## config.mk

```make
export PLATFORM = sky130hd
export DESIGN_NAME = bitmap_page_range_allocator_unit
export DESIGN_NICKNAME = d
export VERILOG_FILES = /design/src/hw/rtl/bpra_pkg.sv /design/src/hw/rtl/bitmap_page_range_allocator_unit.sv /design/src/hw/rtl/bpra_map.sv
export SDC_FILE = /design/constraint.sdc
export NUM_CORES = 1
export LEC_CHECK = 0
export BUFFER_PORTS_ARGS = -buffer_cell sky130_fd_sc_hd__buf_4
export CORE_MARGIN = 5
export CORE_UTILIZATION = 45
export DETAILED_ROUTE_END_ITERATION = 12
export SLEW_MARGIN = 10
export SYNTH_ARGS = -nofsm -noshare
export SYNTH_HDL_FRONTEND = slang
export SYNTH_HIERARCHICAL = 1
export SYNTH_SLANG_ARGS = --single-unit
```

## constraint.sdc

```tcl
create_clock -name clk -period 13.8 [get_ports clk]
set_input_delay 0.69 -clock clk [delete_from_list [all_inputs] [get_ports clk]]
set_output_delay 0.69 -clock clk [all_outputs]
set_load 0.03 [all_outputs]
```

## src/hw/rtl/bpra_pkg.sv

```systemverilog
package bpra_pkg;

  localparam int MAX_PAGES  = 256;
  localparam int PAGE_SHIFT = 12;                  // 4096-byte pages
  localparam int ROW_BITS   = 8;                   // map bits per memory row
  localparam int ROW_SH     = $clog2(ROW_BITS);
  localparam int ROWS       = MAX_PAGES / ROW_BITS;
  localparam int ROW_W      = $clog2(ROWS);
  localparam int IDX_W      = $clog2(MAX_PAGES);
  localparam int CNT_W      = 9;

  localparam logic [31:0]      WINDOW_BASE  = 32'hC000_0000;
  localparam logic [31:0]      WINDOW_END   = 32'hFFFF_FFFE;
  localparam logic [CNT_W-1:0] ACTIVE_RESET = CNT_W'(200);

  localparam logic [1:0] ST_OK      = 2'd0;
  localparam logic [1:0] ST_NOSPACE = 2'd1;
  localparam logic [1:0] ST_BADADDR = 2'd2;
  localparam logic [1:0] ST_NOTUSED = 2'd3;

  localparam logic MODE_ALLOC = 1'b0;
  localparam logic MODE_FREE  = 1'b1;

  typedef struct packed {
    logic                rd_en;
    logic [ROW_W-1:0]    rd_row;
    logic                wr_en;
    logic [ROW_W-1:0]    wr_row;
    logic [ROW_BITS-1:0] wr_data;
    logic                clear;
  } map_req_t;

  // Managed page count, clamped to the map size.
  function automatic logic [CNT_W-1:0] eff_pages(input logic [CNT_W-1:0] a);
    if (a > CNT_W'(MAX_PAGES)) begin
      return CNT_W'(MAX_PAGES);
    end
    return a;
  endfunction

endpackage

```

## src/hw/rtl/bitmap_page_range_allocator_unit.sv

```systemverilog
// Channel  | Handshake               | Word
// ---------+-------------------------+------------------------------------------
// request  | in_valid / in_ready     | mode, page_count, address
// result   | out_valid / out_ready   | result_address, status, free_pages
// config   | cfg_wr_en (no wait)     | cfg_wr_data = active_pages
//
// One request at a time. Allocate: accept, scan one map row (8 pages) per cycle
// until a fit is found (up to 32 rows), mark each row of the run, then post.
// Free: read the row, clear the page's bit if set, post. Rejected requests go straight to posting.
// Marking is a read-modify-write of each row over the registered map read.
// Reset (rst, synchronous) and every config write clear the map at once through
// row valid bits. A stalled result parks the engine in its posting state, in_ready low.
module bitmap_page_range_allocator_unit
  import bpra_pkg::*;
(
  input  logic             clk,
  input  logic             rst,
  input  logic             in_valid,
  output logic             in_ready,
  input  logic             mode,
  input  logic [CNT_W-1:0] page_count,
  input  logic [31:0]      address,
  output logic             out_valid,
  input  logic             out_ready,
  output logic [31:0]      result_address,
  output logic [1:0]       status,
  output logic [CNT_W-1:0] free_pages,
  input  logic             cfg_wr_en,
  input  logic [CNT_W-1:0] cfg_wr_data
);

  localparam logic [2:0] S_IDLE    = 3'd0;
  localparam logic [2:0] S_SCAN    = 3'd1;
  localparam logic [2:0] S_MARK_RD = 3'd2;
  localparam logic [2:0] S_MARK_WR = 3'd3;
  localparam logic [2:0] S_FREE    = 3'd4;
  localparam logic [2:0] S_PUSH    = 3'd5;

  logic [2:0]          state, state_next;
  logic [CNT_W-1:0]    eff, free_count;
  logic [CNT_W-1:0]    req_count;
  logic [ROW_W-1:0]    proc_row;
  logic [CNT_W-1:0]    run;
  logic [ROW_W-1:0]    mark_row;
  logic [IDX_W-1:0]    mark_start, mark_end;
  logic [ROW_SH-1:0]   free_bit;
  logic [ROW_W-1:0]    free_row;
  logic [31:0]         res_addr;
  logic [1:0]          res_status;

  map_req_t            map_req;
  logic [ROW_BITS-1:0] map_rd;

  // scan step over one row
  logic [CNT_W-1:0]    run_v;
  logic                found_v;
  logic [CNT_W-1:0]    start_v, end_v;
  logic [ROW_W:0]      nrows;
  logic                last_row;

  // free address decode
  logic [31:0]         off;
  logic [31-PAGE_SHIFT:0] fidx;
  logic                addr_bad;

  logic [ROW_BITS-1:0] mark_mask;
  logic                accept;
  logic                push_ok;

  bpra_map u_map (
    .clk     (clk),
    .rst     (rst),
    .req     (map_req),
    .rd_data (map_rd)
  );

  assign in_ready = (state == S_IDLE);
  assign accept   = in_valid && in_ready;
  assign push_ok  = !out_valid || out_ready;

  assign nrows    = (ROW_W+1)'((eff + CNT_W'(ROW_BITS - 1)) >> ROW_SH);
  assign last_row = ({1'b0, proc_row} + 1'b1) >= nrows;

  assign off      = address - WINDOW_BASE;
  assign fidx     = off[31:PAGE_SHIFT];
  assign addr_bad = (address[PAGE_SHIFT-1:0] != '0) || (address < WINDOW_BASE) ||
                    (address >= WINDOW_END) ||
                    (fidx >= (32-PAGE_SHIFT)'(eff));

  // First-fit step across the eight pages of the row just read.
  always_comb begin
    logic [CNT_W-1:0] i_v;
    run_v   = run;
    found_v = 1'b0;
    start_v = '0;
    end_v   = '0;
    for (int j = 0; j < ROW_BITS; j++) begin
      i_v = CNT_W'({proc_row, ROW_SH'(j)});
      if (!found_v) begin
        if (!map_rd[j] && (i_v < eff)) begin
          run_v = run_v + 1'b1;
          if (run_v == req_count) begin
            found_v = 1'b1;
            start_v = i_v + 1'b1 - req_count;
            end_v   = i_v;
          end
        end else begin
          run_v = '0;
        end
      end
    end
  end

  always_comb begin
    logic [IDX_W-1:0] k_v;
    for (int j = 0; j < ROW_BITS; j++) begin
      k_v          = {mark_row, ROW_SH'(j)};
      mark_mask[j] = (k_v >= mark_start) && (k_v <= mark_end);
    end
  end

  // Map port control.
  always_comb begin
    map_req        = '0;
    map_req.clear  = cfg_wr_en;
    state_next     = state;
    case (state)
      S_IDLE: begin
        if (accept) begin
          if (mode == MODE_ALLOC) begin
            if (page_count == '0 || page_count > free_count) begin
              state_next = S_PUSH;
            end else begin
              map_req.rd_en  = 1'b1;
              map_req.rd_row = '0;
              state_next     = S_SCAN;
            end
          end else if (addr_bad) begin
            state_next = S_PUSH;
          end else begin
            map_req.rd_en  = 1'b1;
            map_req.rd_row = fidx[IDX_W-1:ROW_SH];
            state_next     = S_FREE;
          end
        end
      end
      S_SCAN: begin
        map_req.rd_en  = 1'b1;
        map_req.rd_row = proc_row + 1'b1;
        if (found_v) begin
          state_next = S_MARK_RD;
        end else if (last_row) begin
          state_next = S_PUSH;
        end
      end
      S_MARK_RD: begin
        map_req.rd_en  = 1'b1;
        map_req.rd_row = mark_row;
        state_next     = S_MARK_WR;
      end
      S_MARK_WR: begin
        map_req.wr_en   = 1'b1;
        map_req.wr_row  = mark_row;
        map_req.wr_data = map_rd | mark_mask;
        state_next      = (mark_row == mark_end[IDX_W-1:ROW_SH]) ? S_PUSH : S_MARK_RD;
      end
      S_FREE: begin
        if (map_rd[free_bit]) begin
          map_req.wr_en   = 1'b1;
          map_req.wr_row  = free_row;
          map_req.wr_data = map_rd & ~(ROW_BITS'(1) << free_bit);
        end
        state_next = S_PUSH;
      end
      S_PUSH: begin
        if (push_ok) begin
          state_next = S_IDLE;
        end
      end
      default: begin
        state_next = S_IDLE;
      end
    endcase
  end

  always_ff @(posedge clk) begin
    if (rst) begin
      state      <= S_IDLE;
      eff        <= ACTIVE_RESET;
      free_count <= ACTIVE_RESET;
      out_valid  <= 1'b0;
    end else begin
      state <= state_next;
      if (cfg_wr_en) begin
        eff        <= eff_pages(cfg_wr_data);
        free_count <= eff_pages(cfg_wr_data);
      end else if (state == S_SCAN && found_v) begin
        free_count <= free_count - req_count;
      end else if (state == S_FREE && map_rd[free_bit]) begin
        free_count <= free_count + 1'b1;
      end
      if (state == S_PUSH && push_ok) begin
        out_valid <= 1'b1;
      end else if (out_ready) begin
        out_valid <= 1'b0;
      end
    end
  end

  // Request and result payload.
  always_ff @(posedge clk) begin
    case (state)
      S_IDLE: begin
        if (accept) begin
          req_count  <= page_count;
          proc_row   <= '0;
          run        <= '0;
          free_row   <= fidx[IDX_W-1:ROW_SH];
          free_bit   <= fidx[ROW_SH-1:0];
          res_addr   <= '0;
          res_status <= (mode == MODE_ALLOC) ? ST_NOSPACE : ST_BADADDR;
        end
      end
      S_SCAN: begin
        run      <= run_v;
        proc_row <= proc_row + 1'b1;
        if (found_v) begin
          mark_start <= start_v[IDX_W-1:0];
          mark_end   <= end_v[IDX_W-1:0];
          mark_row   <= start_v[IDX_W-1:ROW_SH];
          res_addr   <= WINDOW_BASE + (32'(start_v) << PAGE_SHIFT);
          res_status <= ST_OK;
        end
      end
      S_MARK_WR: begin
        mark_row <= mark_row + 1'b1;
      end
      S_FREE: begin
        res_status <= map_rd[free_bit] ? ST_OK : ST_NOTUSED;
      end
      S_PUSH: begin
        if (push_ok) begin
          result_address <= res_addr;
          status         <= res_status;
          free_pages     <= free_count;
        end
      end
      default: begin
      end
    endcase
  end

  // The free count never runs past the managed page count.
  a_free_bound: assert property (@(posedge clk) disable iff (rst)
    free_count <= eff)
    else $error("free count exceeds managed pages");

  // A zero-page allocate goes straight to posting a failure.
  a_zero_count: assert property (@(posedge clk) disable iff (rst)
    (accept && mode == MODE_ALLOC && page_count == '0) |=> state == S_PUSH)
    else $error("zero-page allocate did not fail at once");

  // Marking never walks past the last row of the run.
  a_mark_row: assert property (@(posedge clk) disable iff (rst)
    (state == S_MARK_WR) |-> mark_row <= mark_end[IDX_W-1:ROW_SH])
    else $error("mark pass overran the run");

  // Any successful result carries a page-aligned address.
  a_aligned: assert property (@(posedge clk) disable iff (rst)
    (out_valid && status == ST_OK) |-> result_address[PAGE_SHIFT-1:0] == '0)
    else $error("unaligned result address");

endmodule

```

## src/hw/rtl/bpra_map.sv

```systemverilog
// Occupancy map: registered read, per-row valid bits make a cleared
// row read as all free.
module bpra_map
  import bpra_pkg::*;
(
  input  logic                clk,
  input  logic                rst,
  input  map_req_t            req,
  output logic [ROW_BITS-1:0] rd_data
);

  logic [ROW_BITS-1:0] mem [ROWS];
  logic [ROWS-1:0]     row_valid;
  logic [ROW_BITS-1:0] rd_q;
  logic                rd_vq;

  always_ff @(posedge clk) begin
    if (req.wr_en) begin
      mem[req.wr_row] <= req.wr_data;
    end
    if (req.rd_en) begin
      rd_q  <= mem[req.rd_row];
      rd_vq <= row_valid[req.rd_row];
    end
  end

  always_ff @(posedge clk) begin
    if (rst || req.clear) begin
      row_valid <= '0;
    end else if (req.wr_en) begin
      row_valid[req.wr_row] <= 1'b1;
    end
  end

  assign rd_data = rd_vq ? rd_q : '0;

endmodule

```

==> results of run 1 <==
[registers in the layout, indices dropped and copies added (netlist names), 2 cells and up]
| signal | count |
|---|---|
| eff | 9 |
| free_bit | 3 |
| free_count | 9 |
| free_pages | 9 |
| free_row | 5 |
| mark_end | 8 |
| mark_row | 5 |
| mark_start | 8 |
| proc_row | 5 |
| req_count | 9 |
| res_addr | 10 |
| res_status | 2 |
| result_address | 10 |
| run | 9 |
| state | 3 |
| status | 2 |
| u_map/mem | 256 |
| u_map/rd_q | 8 |
| u_map/row_valid | 32 |
[synth_stat cells, types with 9 or more instances]
| cell type | number | area share (%) |
|---|---|---|
| a211oi_1 | 34 | 1.0 |
| nand4_1 | 31 | 0.78 |
| a211o_1 | 11 | 0.39 |
| and4_1 | 10 | 0.35 |
| nand3b_1 | 10 | 0.30 |
| buf_2 | 23 | 0.46 |
| o31a_1 | 14 | 0.49 |
| and3_1 | 32 | 0.80 |
| mux4_2 | 92 | 8.3 |
| a31oi_1 | 26 | 0.65 |
| a221o_1 | 9 | 0.36 |
| mux2i_1 | 13 | 0.52 |
| nand3_1 | 70 | 1.4 |
| nor2_1 | 174 | 2.6 |
| o21ai_0 | 100 | 2.0 |
| nor2b_1 | 18 | 0.45 |
| clkbuf_1 | 64 | 0.96 |
| a22o_1 | 12 | 0.42 |
| a21o_1 | 23 | 0.69 |
| o21ai_1 | 14 | 0.28 |
| and2_1 | 26 | 0.65 |
| a22oi_1 | 13 | 0.39 |
| ha_1 | 80 | 4.0 |
| o22ai_1 | 14 | 0.35 |
| inv_1 | 79 | 1.2 |
| buf_4 | 32 | 0.96 |
| o21a_1 | 52 | 1.6 |
| edfxtp_1 | 350 | 42 |
| buf_1 | 14 | 0.21 |
| xor2_1 | 17 | 0.60 |
| xnor2_1 | 86 | 3.0 |
| a21oi_1 | 124 | 2.5 |
| nor4_1 | 25 | 0.63 |
| or3_1 | 32 | 0.80 |
| nand2b_1 | 23 | 0.58 |
| dfxtp_1 | 54 | 4.3 |
| nor3_1 | 61 | 1.2 |
| mux2_2 | 16 | 0.72 |
| nand2_1 | 145 | 2.2 |
| o31ai_1 | 14 | 0.42 |
| o211ai_1 | 26 | 0.78 |
[cells by family (layout without fill, tap and decap cells)]
kind of cell / count (synthesis) / after routing
XOR/XNOR: 108 / 108
AND/OR/NAND/NOR: 716 / 716
flip-flops: 404 / 404
AO/OA/AOI/OAI: 588 / 588
buffers and inverters: 217 / 317
adder cells (fa/ha/maj): 86 / 86
multiplexers: 122 / 122
other: 1 / 23
[path summary, 6_finish.rpt]
path,end,cells past startpoint
max reg2reg,free_count[8]$_SDFFE_PP0P_,55
max,free_count[8]$_SDFFE_PP0P_,55
min reg2reg,result_address[20]$_DFFE_PP_,0
min,req_count[0]$_DFFE_PP_,1
[routing by layer]
metal / up-vias / global-route usage [%]
li1: 8824 / -
met2: 799 / 43.54
met4: 0 / 10.13
met3: 171 / 3.332
met1: 9691 / 32.92
met5: - / 0
[area by class of cell]
type | count | area share [%]
antenna | 2 | 0.01784
multi-input combinational | 1641 | 44.70
sequential | 404 | 41.33
tap | 748 | 3.337
inverter | 83 | 1.111
clock buffer | 63 | 4.666
clock inverter | 19 | 0.7673
timing repair buffer | 152 | 4.069
[per-stage QoR]
step	hold slack [ns]	instances
floorplan	0.4003	2262
global route	0.3125	3110
CTS	0.3003	3110
finish	0.3251	3112
global placement	0.4057	3028
detailed placement	0.4083	3028
[worst max-delay path, delay by kind of cell (launching register included)]
| family | cells | cell delay (ns) |
|---|---|---|
| buffers and inverters | 2 | 0.53 |
| multiplexers | 2 | 0.67 |
| AND/OR/NAND/NOR | 13 | 2.18 |
| flip-flops | 1 | 0.47 |
| AO/OA/AOI/OAI | 27 | 5.90 |
| adder cells (fa/ha/maj) | 6 | 1.88 |
| XOR/XNOR | 5 | 1.07 |
[power groups by stage]
stage,combinational (mW),clock (mW),sequential (mW)
global route,3.26,1.30,1.50
finish,3.02,1.22,1.49
global placement,2.94,0,1.51
CTS,2.96,1.25,1.49
detailed placement,2.94,0,1.52
floorplan,2.13,0,1.49
==> impl_results.rst, run 1 <==
.. list-table::
   :header-rows: 1

   * - Metric
     - Value
   * - Clock Skew
     - 0.01917 ns
   * - Post-synthesis area per instance
     - 11.11 sq um
   * - Vias in the first global route
     - 18830
   * - Most used cells in the layout excluding fill and tap cells
     - edfxtp_1 (350), nor2_1 (170), buf_4 (152), nand2_1 (143), a21oi_1 (122)
   * - RSZ-0062 raised after global routing
     - no
   * - Category of the critical setup timing path
     - register to register
   * - Share of the synthesized area in compound gates (AO/OA/AOI/OAI)
     - 16.47%
   * - XOR/XNOR Fraction of Synth Area
     - 4.074%
   * - Total area of sequential cells
     - 0.01159 sq mm
   * - Final setup viols
     - 0
   * - Sequential share of power
     - 26.0%
   * - Yosys warning total
     - 6
   * - Total track usage
     - 25.43%
   * - Count of input and output buffers
     - 79
   * - TritonRoute pass-1 iters
     - 8
   * - Tmin final
     - 12.79 ns
   * - Reg-to-reg startpoint
     - proc_row[3]$_SDFFCE_PN0P_
   * - Total power per unit cell area
     - 204.5 mW/mm^2
   * - Max Slew Vio Count
     - 0
   * - First-pass GRT wire length
     - 117800 um
   * - Post-cts resize count
     - 0
   * - Max Cap Viol
     - 0
   * - Clock-pin slew on the worst setup and hold paths
     - 0.06 ns
   * - Maximum buffer depth of the clock tree
     - 3
   * - Post-synthesis adder-cell area fraction
     - 4.500%
   * - Root buffer cell
     - clkbuf_16
   * - Inserted Clock Buffers
     - 44
   * - Distinct cells, synth
     - 112
   * - Multi-input gate area
     - 0.01254 sq mm
   * - Worst setup slack after placement
     - 0.6460 ns
   * - Uppermost metal layer occupied by signal nets
     - met4
   * - Required time at the worst-slack endpoint
     - 14.30 ns
   * - Critical-path top delay cell
     - a2111oi_4
   * - Portion of the post-synthesis area used by sequential elements
     - 46.53%
   * - Most common cell after layout, fill and taps aside
     - edfxtp_1
   * - Worst setup path start
     - proc_row[3]$_SDFFCE_PN0P_
   * - DP Wirelength
     - 57480 um
   * - Worst hold-check path type
     - input pin to register
   * - Number of H-tree branching levels
     - 2
   * - CTS tree
     - built
   * - Relative contribution of combinational cells to total power
     - 52.6%
   * - Violation count after the first detailed-routing iteration
     - 1808
   * - Fmax achieved
     - 0.07816 GHz
   * - Vias per cell
     - 6.261
   * - IR Drop Worst-Case VDD
     - 0.1185 mV
   * - WL met1
     - 31670 um
   * - Status
     - completed
   * - Signed area change from the synthesized netlist to the final layout
     - 12.59%
   * - Share of synthesized flip-flops with an asynchronous set or reset
     - 0%
   * - Synthesized instance count
     - 2242
   * - Utilization after layout
     - 51.01%
   * - Maximum cell stage delay along the critical path
     - 0.53 ns
   * - Pleak
     - 9.464 nW
   * - Arrival time of data at the critical path endpoint
     - 13.29 ns
   * - Int Pwr
     - 3.262 mW
   * - Tightest Pin Transition
     - 1.206 ns
   * - Post-route cell area
     - 0.02805 sq mm
   * - R2R setup slack
     - 1.01 ns
   * - Dominant combinational cell family by area after synthesis
     - compound AO/OA/AOI/OAI gates
   * - Launching element type of the critical path
     - register
   * - Global route total overflow
     - 0
   * - I/O pin cnt
     - 101
   * - Worst hold path startpoint
     - page_count[0]
   * - Post-placement cell area
     - 0.02646 sq mm
   * - Endpoint type of the worst setup path
     - register
   * - Initial Util
     - 45.30%
   * - Flop and latch count out of synthesis
     - 404
   * - Portion of netlist area occupied by mux cells
     - 9.619%
   * - Max_slew headroom
     - 19.59%
   * - Setup tns final
     - 0 ns
   * - Part of the power in the clock network
     - 21.3%
   * - DR vias
     - 19490
   * - CP Max Fanout
     - 16
   * - Final hold violation count
     - 0
   * - Final cycle utilization of the critical path
     - 92.72%
   * - Final wirelength
     - 78820 um
   * - GPL Wtd Cong
     - 0.9363
   * - Maximum number of pins on one net before global-route repair
     - 73
   * - Final worst-path setup slack
     - 1.005 ns
   * - Top FF cell, synth
     - edfxtp_1
   * - CTS Sinks
     - 404
   * - Share of final-layout standard cells stronger than drive strength 1
     - 17.23%
   * - DIE AREA
     - 0.06016 sq mm
   * - Overall die height
     - 245.3 um
   * - Rows
     - 86
   * - Switching power summed over all nets
     - 2.473 mW
   * - Post-CTS setup repair buffer count
     - 0
   * - CORE AREA
     - 0.05499 sq mm
   * - Final net count
     - 2468
   * - DR WL met2
     - 38770 um
   * - Post-Synthesis Cell Area
     - 0.02491 sq mm
   * - Count of flip-flops with a built-in enable after synthesis
     - 350
   * - DR WL met3
     - 4975 um
   * - Cts-stage hold buffer count
     - 0
   * - Number of nets with antenna violations after detailed routing
     - 0
   * - Total design power
     - 5.735 mW
   * - Number of antenna violations at the first check in global routing
     - 1
   * - Switching share of power
     - 43.12%
   * - Die width
     - 245.3 um
   * - Fillcell total
     - 4842
   * - Clk_lat worst skew
     - 0.57 ns
   * - Drt wl/cell
     - 25.33 um
   * - Post-route DRC
     - 0
   * - Area fraction in and, or, nand and nor cells after synthesis
     - 14.89%
Power figures use the tool's default switching activity.
==> inputs of run 2 (changes only) <==
--- a/config.mk
+++ b/config.mk
@@ -6,7 +6,7 @@
 export NUM_CORES = 1
 export LEC_CHECK = 0
 export BUFFER_PORTS_ARGS = -buffer_cell sky130_fd_sc_hd__buf_4
-export CORE_MARGIN = 5
+export CORE_MARGIN = 2
 export CORE_UTILIZATION = 45
 export DETAILED_ROUTE_END_ITERATION = 12
 export SLEW_MARGIN = 10
==> run 2 against run 1 <==
Net effect:
- worst setup slack got worse by 0.076 ns
- via count is essentially flat
- critical path depth shrank 5
- critical path type unchanged
==> impl_results.rst, run 2 (synthesis results as in run 1) <==
.. list-table::
   :header-rows: 1

   * - Metric
     - Value
   * - Required time at the worst-slack endpoint
     - 14.33 ns
   * - R2R setup slack
     - 0.93 ns
   * - Category of the critical setup timing path
     - register to register
   * - Maximum cell stage delay along the critical path
     - 0.65 ns
   * - Vias per cell
     - 6.337
   * - Clock-pin slew on the worst setup and hold paths
     - 0.06 ns
   * - CP Max Fanout
     - 13
   * - DR vias
     - 19480
   * - Share of final-layout standard cells stronger than drive strength 1
     - 17.38%
   * - Global route total overflow
     - 0
   * - Number of flip-flops under the largest register name
     - 256
   * - Utilization after layout
     - 51.11%
   * - Most used cells in the layout excluding fill and tap cells
     - edfxtp_1 (350), nor2_1 (171), buf_4 (159), nand2_1 (143), a21oi_1 (122)
   * - Total power per unit cell area
     - 203.7 mW/mm^2
   * - Rows
     - 86
   * - Worst hold path startpoint
     - page_count[8]
   * - Tmin final
     - 12.87 ns
   * - I/O pin cnt
     - 101
   * - Pleak
     - 9.458 nW
   * - GPL Wtd Cong
     - 0.9267
   * - IR Drop Worst-Case VDD
     - 0.1119 mV
   * - Signed area change from the synthesized netlist to the final layout
     - 12.61%
   * - Arrival time of data at the critical path endpoint
     - 13.40 ns
   * - Overall die height
     - 239.3 um
   * - Drt wl/cell
     - 25.27 um
   * - CTS tree
     - built
   * - Count of input and output buffers
     - 79
   * - Violation count after the first detailed-routing iteration
     - 2115
   * - Endpoint type of the worst setup path
     - register
   * - Initial Util
     - 45.39%
   * - Vias in the first global route
     - 19200
   * - Maximum buffer depth of the clock tree
     - 3
   * - Final setup viols
     - 0
   * - Total area of sequential cells
     - 0.01159 sq mm
   * - Final net count
     - 2476
   * - Multi-input gate area
     - 0.01252 sq mm
   * - Inserted Clock Buffers
     - 44
   * - Top register by number of flip-flops
     - u_map/mem
   * - TritonRoute pass-1 iters
     - 8
   * - Cts-stage hold buffer count
     - 0
   * - CTS Sinks
     - 404
   * - RSZ-0062 raised after global routing
     - no
   * - Fmax achieved
     - 0.07770 GHz
   * - First-pass GRT wire length
     - 117800 um
   * - Max Cap Viol
     - 0
   * - Max_slew headroom
     - 22.64%
   * - Die width
     - 239.3 um
   * - Max Slew Vio Count
     - 0
   * - Clk_lat worst skew
     - 0.60 ns
   * - Most prevalent standard cell on the critical path
     - ha_1
   * - Root buffer cell
     - clkbuf_16
   * - Tightest Pin Transition
     - 1.160 ns
   * - Most common cell after layout, fill and taps aside
     - edfxtp_1
   * - Maximum number of pins on one net before global-route repair
     - 73
   * - Number of nets with antenna violations after detailed routing
     - 0
   * - DP Wirelength
     - 56050 um
   * - Number of antenna repair diodes
     - 0
   * - Critical-path top delay cell
     - or4_4
   * - Reg-to-reg startpoint
     - run[0]$_SDFFCE_PN0P_
   * - Total track usage
     - 27.15%
   * - Regs by FF count
     - u_map/mem: 256 flops, u_map/row_valid: 32 flops
   * - Worst reg-to-reg path cell count
     - 50
   * - CORE AREA
     - 0.05488 sq mm
   * - Status
     - completed
   * - Number of antenna violations at the first check in global routing
     - 0
   * - Launching element type of the critical path
     - register
   * - Cell depth of the worst min-delay path
     - 1
   * - Final cycle utilization of the critical path
     - 93.27%
   * - Setup tns final
     - 0 ns
   * - Clock Skew
     - 0.05430 ns
   * - Final hold violation count
     - 0
   * - Worst Hold Endpoint
     - req_count[8]$_DFFE_PP_
   * - Capture point of the worst reg-to-reg path
     - free_count[8]$_SDFFE_PP0P_
   * - DIE AREA
     - 0.05725 sq mm
   * - Number of H-tree branching levels
     - 2
   * - Fillcell total
     - 4826
   * - Post-route DRC
     - 0
   * - Final wirelength
     - 77670 um
   * - Worst hold-check path type
     - input pin to register
run 2: cell types whose count changed in the layout (fill, tap and decap cells not counted), sizes merged:
cell,before,now
buf,152,160
clkbuf,63,62
clkinv,14,18
clkinvlp,2,0
diode,2,0
inv,82,81
run 2: worst max-delay path by stage:
| stage | start | endpoint | slack, ns | cells past startpoint |
|---|---|---|---|---|
| detailed placement | proc_row[3]$_SDFFCE_PN0P_ | free_count[8]$_SDFFE_PP0P_ | 0.84 | 55 |
| global placement | proc_row[3]$_SDFFCE_PN0P_ | free_count[8]$_SDFFE_PP0P_ | 1.04 | 56 |
| floorplan | proc_row[3]$_SDFFCE_PN0P_ | free_count[8]$_SDFFE_PP0P_ | 1.46 | 62 |
| finish | run[0]$_SDFFCE_PN0P_ | free_count[8]$_SDFFE_PP0P_ | 0.93 | 50 |
| global route | run[0]$_SDFFCE_PN0P_ | free_count[8]$_SDFFE_PP0P_ | 0.02 | 52 |
| CTS | proc_row[3]$_SDFFCE_PN0P_ | free_count[8]$_SDFFE_PP0P_ | 0.75 | 55 |
run 2: per-layer routing:
layer | vias to the layer above | routed length [um] | global-route usage, % | part of all wire, %
li1 | 8845 | - | - | -
met1 | 9702 | 31960 | 35.06 | 41
met2 | 771 | 38090 | 46.26 | 49
met3 | 161 | 4213 | 3.238 | 5.4
met4 | 0 | 3411 | 11.52 | 4.4
met5 | - | 0 | 0 | 0
run 2: worst max-delay path, delay by kind of cell, from the launching register on:
| kind | cells | cell delay, ns |
|---|---|---|
| AO/OA/AOI/OAI | 23 | 5.19 |
| multiplexers | 2 | 0.53 |
| flip-flops | 1 | 0.58 |
| buffers and inverters | 2 | 0.36 |
| AND/OR/NAND/NOR | 13 | 3.15 |
| XOR/XNOR | 4 | 1.10 |
| adder cells (fa/ha/maj) | 6 | 1.85 |
run 2: area by class of cell:
cell class,instances,area share (%)
inverter,83,1.111
multi-input combinational,1641,44.64
clock buffer,62,4.465
sequential,404,41.32
timing repair buffer,160,4.327
clock inverter,20,0.9992
tap,704,3.140
run 2: timing repair:
item | in CTS | in global routing
resized for setup | 0 | 6
endpoints found under the setup margin | 0 | 3
setup buffers | 0 | 3
run 2: where the power goes:
group	internal [mW]	total, mW	switching (mW)
registers	1.42	1.50	0.0753
clock network	0.719	1.21	0.493
logic	1.11	3.01	1.90
total	3.25	5.71	2.46
run 2: per-stage QoR:
step,total power [mW],area (sq um),setup WS (ns),instances,hold WS (ns)
final,5.714,28050,0.9294,3074,0.2901
after detailed placement,4.444,26470,0.8365,2989,0.4052
after global placement,4.422,26470,1.042,2989,0.4075
after CTS,5.676,28000,0.7509,3071,0.2699
after floorplan,3.621,24990,1.457,2262,0.4003
after global routing,6.040,28050,0.01793,3074,0.2753
